### config.mk
export PLATFORM = sky130hd
export DESIGN_NAME = mqtt_fixed_header_deframer_flat
export DESIGN_NICKNAME = d
export VERILOG_FILES = /design/src/design/mfhd_pkg.sv /design/src/design/mfhd_if.sv /design/src/design/mfhd_front.sv /design/src/design/mfhd_queue.sv /design/src/design/mqtt_fixed_header_deframer.sv /design/src/flat_wrapper.sv
export SDC_FILE = /design/constraint.sdc
export NUM_CORES = 1
export LEC_CHECK = 0
export BUFFER_PORTS_ARGS = -buffer_cell sky130_fd_sc_hd__buf_2
export CAP_MARGIN = 20
export CORE_ASPECT_RATIO = 1.4
export CORE_MARGIN = 1
export CORE_UTILIZATION = 59
export DETAILED_ROUTE_END_ITERATION = 10
export GPL_TIMING_DRIVEN = 0
export PLACE_DENSITY = 0.78
export SKIP_LAST_GASP = 1
export SYNTH_ARGS = -nofsm -noshare
export SYNTH_HDL_FRONTEND = slang
export SYNTH_SLANG_ARGS = --single-unit
### constraint.sdc
create_clock -name clk_i -period 9 [get_ports clk_i]
set_input_delay 0.45 -clock clk_i [delete_from_list [all_inputs] [get_ports clk_i]]
set_output_delay 0.45 -clock clk_i [all_outputs]
set_load 0.1 [all_outputs]
### src/design/mfhd_pkg.sv
// ----------------------------------------------------------------------------
// MQTT fixed-header deframer package
// Shared types and constants for the deframer front end, queue and top level.
// ----------------------------------------------------------------------------
package mfhd_pkg;

  // Longest remaining-length field allowed, in bytes.
  localparam int MaxLenBytes = 4;
  // Payload bits carried by one length byte.
  localparam int LenGroupBits = 7;
  localparam int LenWidth = LenGroupBits * MaxLenBytes;

  // Control types that are reserved and reported as errors.
  localparam logic [3:0] TypeReservedLo = 4'h0;
  localparam logic [3:0] TypeReservedHi = 4'hF;

  typedef enum logic [1:0] {
    KindHeader  = 2'd0,
    KindPayload = 2'd1,
    KindError   = 2'd2
  } kind_e;

  typedef enum logic [1:0] {
    ErrNone    = 2'd0,
    ErrBadType = 2'd1,
    ErrLenLong = 2'd2
  } err_e;

  // One result beat as it travels from the front end through the queue.
  typedef struct packed {
    kind_e                item_kind;
    logic [3:0]           control_type;
    logic [3:0]           header_flags;
    logic [LenWidth-1:0]  remaining_length;
    logic [2:0]           length_bytes;
    logic [7:0]           payload_byte;
    logic                 last_of_packet;
    err_e                 error_code;
  } item_t;

endpackage

### src/design/mfhd_if.sv
// ----------------------------------------------------------------------------
// Deframer channel interfaces
// Valid/ready channels for received bytes and for decoded result beats.
// ----------------------------------------------------------------------------
interface mfhd_in_if;
  logic       valid;
  logic       ready;
  logic [7:0] data_byte;
  logic       conn_start;

  modport source (output valid, output data_byte, output conn_start, input ready);
  modport sink   (input valid, input data_byte, input conn_start, output ready);
endinterface

interface mfhd_out_if;
  logic        valid;
  logic        ready;
  logic [1:0]  item_kind;
  logic [3:0]  control_type;
  logic [3:0]  header_flags;
  logic [27:0] remaining_length;
  logic [2:0]  length_bytes;
  logic [7:0]  payload_byte;
  logic        last_of_packet;
  logic [1:0]  error_code;

  modport source (
    output valid, output item_kind, output control_type, output header_flags,
    output remaining_length, output length_bytes, output payload_byte,
    output last_of_packet, output error_code, input ready
  );
  modport sink (
    input valid, input item_kind, input control_type, input header_flags,
    input remaining_length, input length_bytes, input payload_byte,
    input last_of_packet, input error_code, output ready
  );
endinterface

### src/design/mfhd_front.sv
// ----------------------------------------------------------------------------
// Deframer front end
// Accepts one byte per beat, tracks the packet phase and classifies the byte.
// ----------------------------------------------------------------------------
module mfhd_front import mfhd_pkg::*; (
  input  logic          clk_i,
  input  logic          rst_ni,
  mfhd_in_if.sink       in_i,
  input  logic          full_i,
  output logic          push_o,
  output item_t         item_o
);

  typedef enum logic [1:0] {
    PhType    = 2'd0,
    PhLen     = 2'd1,
    PhPayload = 2'd2,
    PhDead    = 2'd3
  } phase_e;

  phase_e       phase_q, phase_d, phase_cur;
  logic [3:0]   type_q, type_d;
  logic [3:0]   flags_q, flags_d;
  logic [27:0]  accum_q, accum_d;
  logic [2:0]   cnt_q, cnt_d;
  logic [27:0]  left_q, left_d;
  logic         skip_q, skip_d;
  logic         accept;
  logic [27:0]  group_add;
  logic [LenGroupBits-1:0] group;

  assign in_i.ready = !full_i;
  assign accept     = in_i.valid && in_i.ready;
  assign group      = in_i.data_byte[LenGroupBits-1:0];

  // Place the 7-bit group at its position in the length word.
  always_comb begin
    case (cnt_q[1:0])
      2'd0:    group_add = 28'(group);
      2'd1:    group_add = 28'(group) << LenGroupBits;
      2'd2:    group_add = 28'(group) << (2 * LenGroupBits);
      2'd3:    group_add = 28'(group) << (3 * LenGroupBits);
      default: group_add = '0;
    endcase
  end

  always_comb begin
    phase_d   = phase_q;
    type_d    = type_q;
    flags_d   = flags_q;
    accum_d   = accum_q;
    cnt_d     = cnt_q;
    left_d    = left_q;
    skip_d    = skip_q;
    push_o    = 1'b0;
    phase_cur = in_i.conn_start ? PhType : phase_q;

    item_o                  = '0;
    item_o.item_kind        = KindHeader;
    item_o.error_code       = ErrNone;

    if (accept) begin
      case (phase_cur)
        PhType: begin
          type_d  = in_i.data_byte[7:4];
          flags_d = in_i.data_byte[3:0];
          accum_d = '0;
          cnt_d   = '0;
          left_d  = '0;
          skip_d  = (in_i.data_byte[7:4] == TypeReservedLo) ||
                    (in_i.data_byte[7:4] == TypeReservedHi);
          phase_d = PhLen;
        end
        PhLen: begin
          accum_d = accum_q + group_add;
          cnt_d   = cnt_q + 3'd1;
          if (in_i.data_byte[7]) begin
            if (cnt_d >= 3'(MaxLenBytes)) begin
              phase_d           = PhDead;
              push_o            = 1'b1;
              item_o.item_kind  = KindError;
              item_o.error_code = ErrLenLong;
            end
          end else begin
            left_d  = accum_d;
            phase_d = (accum_d == '0) ? PhType : PhPayload;
            push_o  = 1'b1;
            if (skip_q) begin
              item_o.item_kind  = KindError;
              item_o.error_code = ErrBadType;
            end else begin
              item_o.item_kind      = KindHeader;
              item_o.last_of_packet = (accum_d == '0);
            end
          end
        end
        PhPayload: begin
          left_d = left_q - 28'd1;
          if (left_d == '0) begin
            phase_d = PhType;
          end
          if (!skip_q) begin
            push_o                = 1'b1;
            item_o.item_kind      = KindPayload;
            item_o.payload_byte   = in_i.data_byte;
            item_o.last_of_packet = (left_d == '0);
          end
        end
        default: begin
          // Overlong length seen: drop everything until a restart.
        end
      endcase
    end

    item_o.control_type     = type_d;
    item_o.header_flags     = flags_d;
    item_o.remaining_length = accum_d;
    item_o.length_bytes     = cnt_d;
  end

  always_ff @(posedge clk_i or negedge rst_ni) begin
    if (!rst_ni) begin
      phase_q <= PhType;
      type_q  <= '0;
      flags_q <= '0;
      accum_q <= '0;
      cnt_q   <= '0;
      left_q  <= '0;
      skip_q  <= 1'b0;
    end else begin
      phase_q <= phase_d;
      type_q  <= type_d;
      flags_q <= flags_d;
      accum_q <= accum_d;
      cnt_q   <= cnt_d;
      left_q  <= left_d;
      skip_q  <= skip_d;
    end
  end

endmodule

### src/design/mfhd_queue.sv
// ----------------------------------------------------------------------------
// Deframer result queue
// Two-entry queue that decouples the front end from the output channel.
// ----------------------------------------------------------------------------
module mfhd_queue import mfhd_pkg::*; (
  input  logic          clk_i,
  input  logic          rst_ni,
  input  logic          push_i,
  input  item_t         item_i,
  output logic          full_o,
  mfhd_out_if.source    out_o
);

  item_t       mem_q [2];
  logic        wr_ptr_q, wr_ptr_d;
  logic        rd_ptr_q, rd_ptr_d;
  logic [1:0]  count_q, count_d;
  logic        pop;
  item_t       head;

  assign full_o = (count_q == 2'd2);
  assign head   = mem_q[rd_ptr_q];
  assign pop    = out_o.valid && out_o.ready;

  assign out_o.valid            = (count_q != 2'd0);
  assign out_o.item_kind        = head.item_kind;
  assign out_o.control_type     = head.control_type;
  assign out_o.header_flags     = head.header_flags;
  assign out_o.remaining_length = head.remaining_length;
  assign out_o.length_bytes     = head.length_bytes;
  assign out_o.payload_byte     = head.payload_byte;
  assign out_o.last_of_packet   = head.last_of_packet;
  assign out_o.error_code       = head.error_code;

  always_comb begin
    wr_ptr_d = wr_ptr_q ^ push_i;
    rd_ptr_d = rd_ptr_q ^ pop;
    count_d  = count_q + 2'(push_i) - 2'(pop);
  end

  always_ff @(posedge clk_i) begin
    if (push_i) begin
      mem_q[wr_ptr_q] <= item_i;
    end
  end

  always_ff @(posedge clk_i or negedge rst_ni) begin
    if (!rst_ni) begin
      wr_ptr_q <= 1'b0;
      rd_ptr_q <= 1'b0;
      count_q  <= '0;
    end else begin
      wr_ptr_q <= wr_ptr_d;
      rd_ptr_q <= rd_ptr_d;
      count_q  <= count_d;
    end
  end

endmodule

### src/design/mqtt_fixed_header_deframer.sv
// ----------------------------------------------------------------------------
// MQTT fixed-header deframer
// Splits one connection's byte stream into header, payload and error beats.
// ----------------------------------------------------------------------------
// Usage:
// The in_i channel carries one received byte per beat, with conn_start set on
// the first byte of a new connection; that byte restarts the parser and is
// taken as the type byte of the first packet. The out_o channel carries the
// decoded beats: one header beat per packet once its length field ends, then
// one beat per payload byte with last_of_packet on the final one. A reserved
// control type yields an error beat instead of the header and its payload is
// dropped; an overlong length field yields an error beat and all bytes are
// dropped until the next restart.
// Throughput is one byte per clock cycle while the result queue is not full.
// A result enters the queue when its byte is accepted and reaches out_o once
// the results ahead of it are taken. Reset empties the two-entry result queue
// and leaves the parser waiting for a type byte. When the receiver stalls, up
// to two results wait in the queue; in_i.ready then drops until one is taken.
// ----------------------------------------------------------------------------
module mqtt_fixed_header_deframer import mfhd_pkg::*; (
  input  logic        clk_i,
  input  logic        rst_ni,
  mfhd_in_if.sink     in_i,
  mfhd_out_if.source  out_o
);

  logic  push;
  logic  q_full;
  item_t item;

  // Front end: the phase machine that classifies each accepted byte and
  // produces at most one result beat for it.
  mfhd_front u_front (
    .clk_i  (clk_i),
    .rst_ni (rst_ni),
    .in_i   (in_i),
    .full_i (q_full),
    .push_o (push),
    .item_o (item)
  );

  // Back end: the queue holds finished beats and drives the output channel,
  // so the front end keeps taking bytes while the receiver is briefly busy.
  mfhd_queue u_queue (
    .clk_i  (clk_i),
    .rst_ni (rst_ni),
    .push_i (push),
    .item_i (item),
    .full_o (q_full),
    .out_o  (out_o)
  );

  // The front end must never write into a full queue.
  assert property (@(posedge clk_i) disable iff (!rst_ni) !(push && q_full))
    else $error("result pushed into a full queue");

  // Only error beats carry an error code.
  assert property (@(posedge clk_i) disable iff (!rst_ni)
    out_o.valid |-> ((out_o.item_kind == KindError) == (out_o.error_code != ErrNone)))
    else $error("error code does not match beat kind");

  // Payload byte field is zero on header and error beats.
  assert property (@(posedge clk_i) disable iff (!rst_ni)
    (out_o.valid && out_o.item_kind != KindPayload) |-> (out_o.payload_byte == 8'd0))
    else $error("payload byte set on a non-payload beat");

endmodule
### src/flat_wrapper.sv
// flat-port wrapper written by rule: the top's interface ports become plain ports
module mqtt_fixed_header_deframer_flat import mfhd_pkg::*;
  (clk_i, rst_ni, in_i_valid, in_i_data_byte, in_i_conn_start, in_i_ready, out_o_valid, out_o_item_kind, out_o_control_type, out_o_header_flags, out_o_remaining_length, out_o_length_bytes, out_o_payload_byte, out_o_last_of_packet, out_o_error_code, out_o_ready);
  mfhd_in_if in_i_i ();
  mfhd_out_if out_o_i ();
  input  logic clk_i;
  input  logic rst_ni;
  input wire logic [$bits(in_i_i.valid)-1:0] in_i_valid;
  input wire logic [$bits(in_i_i.data_byte)-1:0] in_i_data_byte;
  input wire logic [$bits(in_i_i.conn_start)-1:0] in_i_conn_start;
  output wire logic [$bits(in_i_i.ready)-1:0] in_i_ready;
  output wire logic [$bits(out_o_i.valid)-1:0] out_o_valid;
  output wire logic [$bits(out_o_i.item_kind)-1:0] out_o_item_kind;
  output wire logic [$bits(out_o_i.control_type)-1:0] out_o_control_type;
  output wire logic [$bits(out_o_i.header_flags)-1:0] out_o_header_flags;
  output wire logic [$bits(out_o_i.remaining_length)-1:0] out_o_remaining_length;
  output wire logic [$bits(out_o_i.length_bytes)-1:0] out_o_length_bytes;
  output wire logic [$bits(out_o_i.payload_byte)-1:0] out_o_payload_byte;
  output wire logic [$bits(out_o_i.last_of_packet)-1:0] out_o_last_of_packet;
  output wire logic [$bits(out_o_i.error_code)-1:0] out_o_error_code;
  input wire logic [$bits(out_o_i.ready)-1:0] out_o_ready;
  assign in_i_i.valid = in_i_valid;
  assign in_i_i.data_byte = in_i_data_byte;
  assign in_i_i.conn_start = in_i_conn_start;
  assign in_i_ready = in_i_i.ready;
  assign out_o_valid = out_o_i.valid;
  assign out_o_item_kind = out_o_i.item_kind;
  assign out_o_control_type = out_o_i.control_type;
  assign out_o_header_flags = out_o_i.header_flags;
  assign out_o_remaining_length = out_o_i.remaining_length;
  assign out_o_length_bytes = out_o_i.length_bytes;
  assign out_o_payload_byte = out_o_i.payload_byte;
  assign out_o_last_of_packet = out_o_i.last_of_packet;
  assign out_o_error_code = out_o_i.error_code;
  assign out_o_i.ready = out_o_ready;
  mqtt_fixed_header_deframer u_core (.clk_i(clk_i), .rst_ni(rst_ni), .in_i(in_i_i), .out_o(out_o_i));
endmodule
==> flow_results.org <==
** Drt
- DRC Markers :: 0
- Detailed-routing iteration count for the pre-antenna-repair pass :: 5
- The detailed router finished its first iteration with between 600 and 700 violations.
- Per-cell via count in the routed design :: 6.25
- Number of antenna-violating nets in the routed design :: 0
- Detail-routed net length per standard cell :: roughly 21 µm
- Via count :: 7420
- The routed design has approximately 25000 µm of wire.

** Global routing
- Initial antenna violation count :: 0
- The first global-routing pass estimated a little under 40000 µm of wire.
- The via count of the first global-routing pass was approximately 7400.
- Across every metal layer, demand over resource in global routing totals 0.320.
- Pin count of the biggest net entering global routing :: 44
- Final global-route overflow total :: 0

** Clock tree
- H-tree levels :: 4
- TritonCTS built the clock tree.
- The number of clock buffers added by TritonCTS is 17.
- CTS Buffer Depth :: 2
- Number of sinks driven by the clock tree :: 178
- Clock insertion delay at the later pin of the skew report :: ~440 ps
- Total of cells resized after clock tree synthesis :: 0
- Clock-pin slew was measured on the worst setup and hold paths at 70 ps.
- Clk Tree Root Cell :: sky130_fd_sc_hd__clkbuf_16

** Die
- Core footprint :: approximately 16000 µm²
- Die Span X :: roughly 110 µm
- Measured along the y axis, the die boundary spans 153 µm.
- I/O pin cnt :: 67
- Full die area :: around 17000 µm²
- Row generation in the floorplan step produced 54 rows.
- For this configuration, the core starts out at a cell density of 0.609.

** Yosys
- Net count after synthesis :: 946
- In the synthesized netlist the dominant register cell turns out to be sky130_fd_sc_hd__edfxtp_1.
- In this run, synthesis inferred 104 flip-flops with an integrated enable.
- In this run, synthesis produced a sequential element count of 178.
- After synthesis the cells add up to between 9000 and 10000 µm².
- The number of different library cells used by synthesis comes to 70.
- The share of the Yosys chip area taken by registers is 0.519.
- After synthesis, the mean cell area works out to roughly 11 µm².
- Mapped Cells :: 891
- Proportion of synthesized flip-flops having asynchronous set or reset :: 0.416
- Synth warnings :: 0

** Worst setup path
- The worst setup path is launched from a flop.
- Setup Crit Path Kind :: flop to flop
- Worst setup slack for register-to-register paths :: around 4200 ps
- End point of the critical path :: u_core.u_queue.mem_q[0][2]$_DFFE_PP_
- Arrival time of the worst setup path :: 5050 ps
- Counting cells, the worst reg-to-reg path comes to 15.
- STA classifies the critical path endpoint as a flop.
- In this run the critical register-to-register path is launched from u_core.u_front.cnt_q[0]$_DFF_PN0_.
- Along the worst path, the maximum fanout reaches 9.
- CP startpoint :: u_core.u_front.cnt_q[0]$_DFF_PN0_
- Worst endpoint required time :: 9250 ps
- The endpoint identified for the worst register-to-register timing path is u_core.u_queue.mem_q[0][2]$_DFFE_PP_.

** Final layout
- Ant. Diodes :: 0
- Layout cells sized above 1 :: 0.191
- Total area of sequential cells :: around 5000 µm²
- Relative to the synthesized area, the layout overhead comes to 12.9%.
- Footprint of the multi-input gates :: 4340 µm²
- The finished layout holds 1188 standard cells, fillers aside.
- Post-layout net count :: 1034
- Total of fill cells in the finished design :: 1139
- After routing the design area is 10800 µm².

** Placement
- Half-perimeter wire length after detailed placement :: approximately 18000 µm
- Input and output buffers added on the ports amount to 65.
- Gpl congestion :: ~1
- Once placement completed, the tool counted placed cells totaling 1155.
- Summing all placed instances gives a cell area of 10200 µm².

** Power
- VDD sags by at most 0.000317 V.
- Ratio of total power to cell area :: 374 nW/µm²
- For this design the static power due to leakage is 4.39 nW.

** Timing
- Clock skew on the completed layout was measured at approximately 13 ps.
- The final hold violation count came to 0.
- Transition time at the pin with the least slew margin :: 909 ps
- Tcrit/Tclk final :: 0.533
- Peak Freq :: 208 MHz
- Measured against its own limit, the worst slew margin works out to 0.394.
- For the final routed database, the setup TNS stands at 0 ps.
- After layout, the minimum clock period comes to 4800 ps.
- Final number of max-transition violations :: 0
- RSZ-0062 raised after global routing :: false
- Worst hold slack after final layout :: 373 ps
- Setup violations remaining at the end of the flow were counted as 0.

** Status
- Run status :: completed

** Min path
- Type of the most critical hold path :: primary input to flop

** Job
- The tool flagged a number of max-cap violations equal to 0.
placed cells by master, fill, tap and decap left out, types with 4 or more instances in the layout:
| cell | instances |
|---|---|
| sky130_fd_sc_hd__a211oi_1 | 5 |
| sky130_fd_sc_hd__a21o_1 | 12 |
| sky130_fd_sc_hd__a21oi_1 | 46 |
| sky130_fd_sc_hd__a22oi_1 | 5 |
| sky130_fd_sc_hd__a31oi_1 | 8 |
| sky130_fd_sc_hd__a32oi_1 | 4 |
| sky130_fd_sc_hd__and2_1 | 41 |
| sky130_fd_sc_hd__buf_2 | 67 |
| sky130_fd_sc_hd__clkbuf_1 | 31 |
| sky130_fd_sc_hd__clkbuf_16 | 17 |
| sky130_fd_sc_hd__dfrtp_1 | 74 |
| sky130_fd_sc_hd__edfxtp_1 | 104 |
| sky130_fd_sc_hd__ha_1 | 39 |
| sky130_fd_sc_hd__inv_1 | 20 |
| sky130_fd_sc_hd__inv_6 | 4 |
| sky130_fd_sc_hd__inv_8 | 4 |
| sky130_fd_sc_hd__mux2_2 | 60 |
| sky130_fd_sc_hd__nand2_1 | 116 |
| sky130_fd_sc_hd__nand2b_1 | 9 |
| sky130_fd_sc_hd__nand3_1 | 25 |
| sky130_fd_sc_hd__nand4_1 | 9 |
| sky130_fd_sc_hd__nor2_1 | 31 |
| sky130_fd_sc_hd__nor2b_1 | 5 |
| sky130_fd_sc_hd__nor3_1 | 25 |
| sky130_fd_sc_hd__nor4_1 | 7 |
| sky130_fd_sc_hd__o211ai_1 | 4 |
| sky130_fd_sc_hd__o21ai_0 | 84 |
| sky130_fd_sc_hd__o31ai_1 | 7 |
| sky130_fd_sc_hd__or2_2 | 6 |
| sky130_fd_sc_hd__or3_1 | 8 |
| sky130_fd_sc_hd__xnor2_1 | 23 |
| sky130_fd_sc_hd__xor2_1 | 15 |
flip-flops by register name (all words and copies together) (netlist names):
name and cells:
u_core.u_queue.wr_ptr_q 1, u_core.u_front.cnt_q 3, u_core.u_front.left_q 28, u_core.u_front.flags_q 4, u_core.u_front.type_q 4, u_core.u_queue.count_q 2
u_core.u_queue.mem_q 104, u_core.u_front.accum_q 28, u_core.u_front.phase_q 2, u_core.u_front.skip_q 1, u_core.u_queue.rd_ptr_q 1
Yosys cell counts, drive strengths merged, types with 9 or more instances:
cell type	count	share of area
and2	41	0.027
inv	20	0.0078
edfxtp	104	0.33
nor2	31	0.012
a21o	13	0.010
nand3	26	0.014
o21ai	85	0.044
clkbuf	33	0.015
mux2	62	0.073
nand2	116	0.045
xnor2	23	0.021
nand4	9	0.0059
nor3	25	0.013
a21oi	46	0.024
ha	41	0.053
or3	9	0.0064
nand2b	9	0.0059
xor2	15	0.014
dfrtp	74	0.19
worst max-delay path, stage by stage (launching register included):
cell	delay, ps
sky130_fd_sc_hd__dfrtp_1	430
sky130_fd_sc_hd__inv_1	100
sky130_fd_sc_hd__ha_1	290
sky130_fd_sc_hd__nor2b_1	400
sky130_fd_sc_hd__and2_1	210
sky130_fd_sc_hd__ha_1	220
sky130_fd_sc_hd__clkbuf_1	240
sky130_fd_sc_hd__a21oi_1	260
sky130_fd_sc_hd__o21ai_0	220
sky130_fd_sc_hd__or3_1	400
sky130_fd_sc_hd__o221ai_1	350
sky130_fd_sc_hd__xor2_1	410
sky130_fd_sc_hd__nand4_1	270
sky130_fd_sc_hd__nor4_1	370
sky130_fd_sc_hd__a31oi_1	190
sky130_fd_sc_hd__nor3_1	250
layer usage:
layer / GRT usage / part of all wire / up-vias
met3: 0.0482 / 0.059 / 69
met1: 0.403 / 0.40 / 3594
li1: - / - / 3438
met5: 0 / 0 / -
met4: 0.153 / 0.040 / 0
met2: 0.534 / 0.50 / 319
power breakdown:
group	internal (mW)	total (mW)	switching, mW
clock network	0.376	0.724	0.348
logic	0.646	2.23	1.58
registers	1.01	1.09	0.0821
total	2.03	4.05	2.01
kinds of logic (layout without fill, tap and decap cells):
| kind of cell | after synthesis | after routing | share of synthesized area |
|---|---|---|---|
| muxes | 63 | 63 | 0.0738 |
| AOI/OAI and AO/OA | 210 | 210 | 0.134 |
| and+or+nand+nor | 299 | 299 | 0.154 |
| DFF | 178 | 178 | 0.519 |
| buffers and inverters | 61 | 162 | 0.0291 |
| xor gates and xnor gates | 38 | 38 | 0.0347 |
| adders and majority gates | 42 | 42 | 0.0556 |
through the flow:
stage               worst slack, ps  utilization  total power, mW
floorplan                      5440            -             2.83
global placement               4440        0.646             3.26
detailed placement             4370        0.650             3.29
CTS                            4290        0.688             4.02
global route                   3930        0.688             4.24
finish                         4200        0.688             4.05
final cells by class:
class / instances / share of cell area
inverter: 20 / 0.00693
multi-input combinational: 652 / 0.401
clock inverter: 14 / 0.0131
timing repair buffer: 69 / 0.0374
buffer: 41 / 0.0188
sequential: 178 / 0.459
clock buffer: 18 / 0.0406
tap: 196 / 0.0226
worst min-delay path by stage:
stage / slack (ps) / to / from / cells past startpoint
global route: 390 / u_core.u_queue.rd_ptr_q$_DFF_PN0_ / out_o_ready / 3
CTS: 360 / u_core.u_queue.rd_ptr_q$_DFF_PN0_ / out_o_ready / 3
finish: 370 / u_core.u_queue.rd_ptr_q$_DFF_PN0_ / out_o_ready / 3
global placement: 480 / u_core.u_queue.count_q[1]$_DFF_PN0_ / u_core.u_queue.count_q[1]$_DFF_PN0_ / 1
detailed placement: 430 / u_core.u_front.left_q[25]$_DFFE_PN0P_ / rst_ni / 1
floorplan: 150 / u_core.u_front.accum_q[0]$_DFF_PN0_ / rst_ni / 0
repair_timing:
action	CTS	global route
setup buffers	0	0
hold buffers	1	0
hold endpoints to repair	31	0
Power figures use the tool's default switching activity.
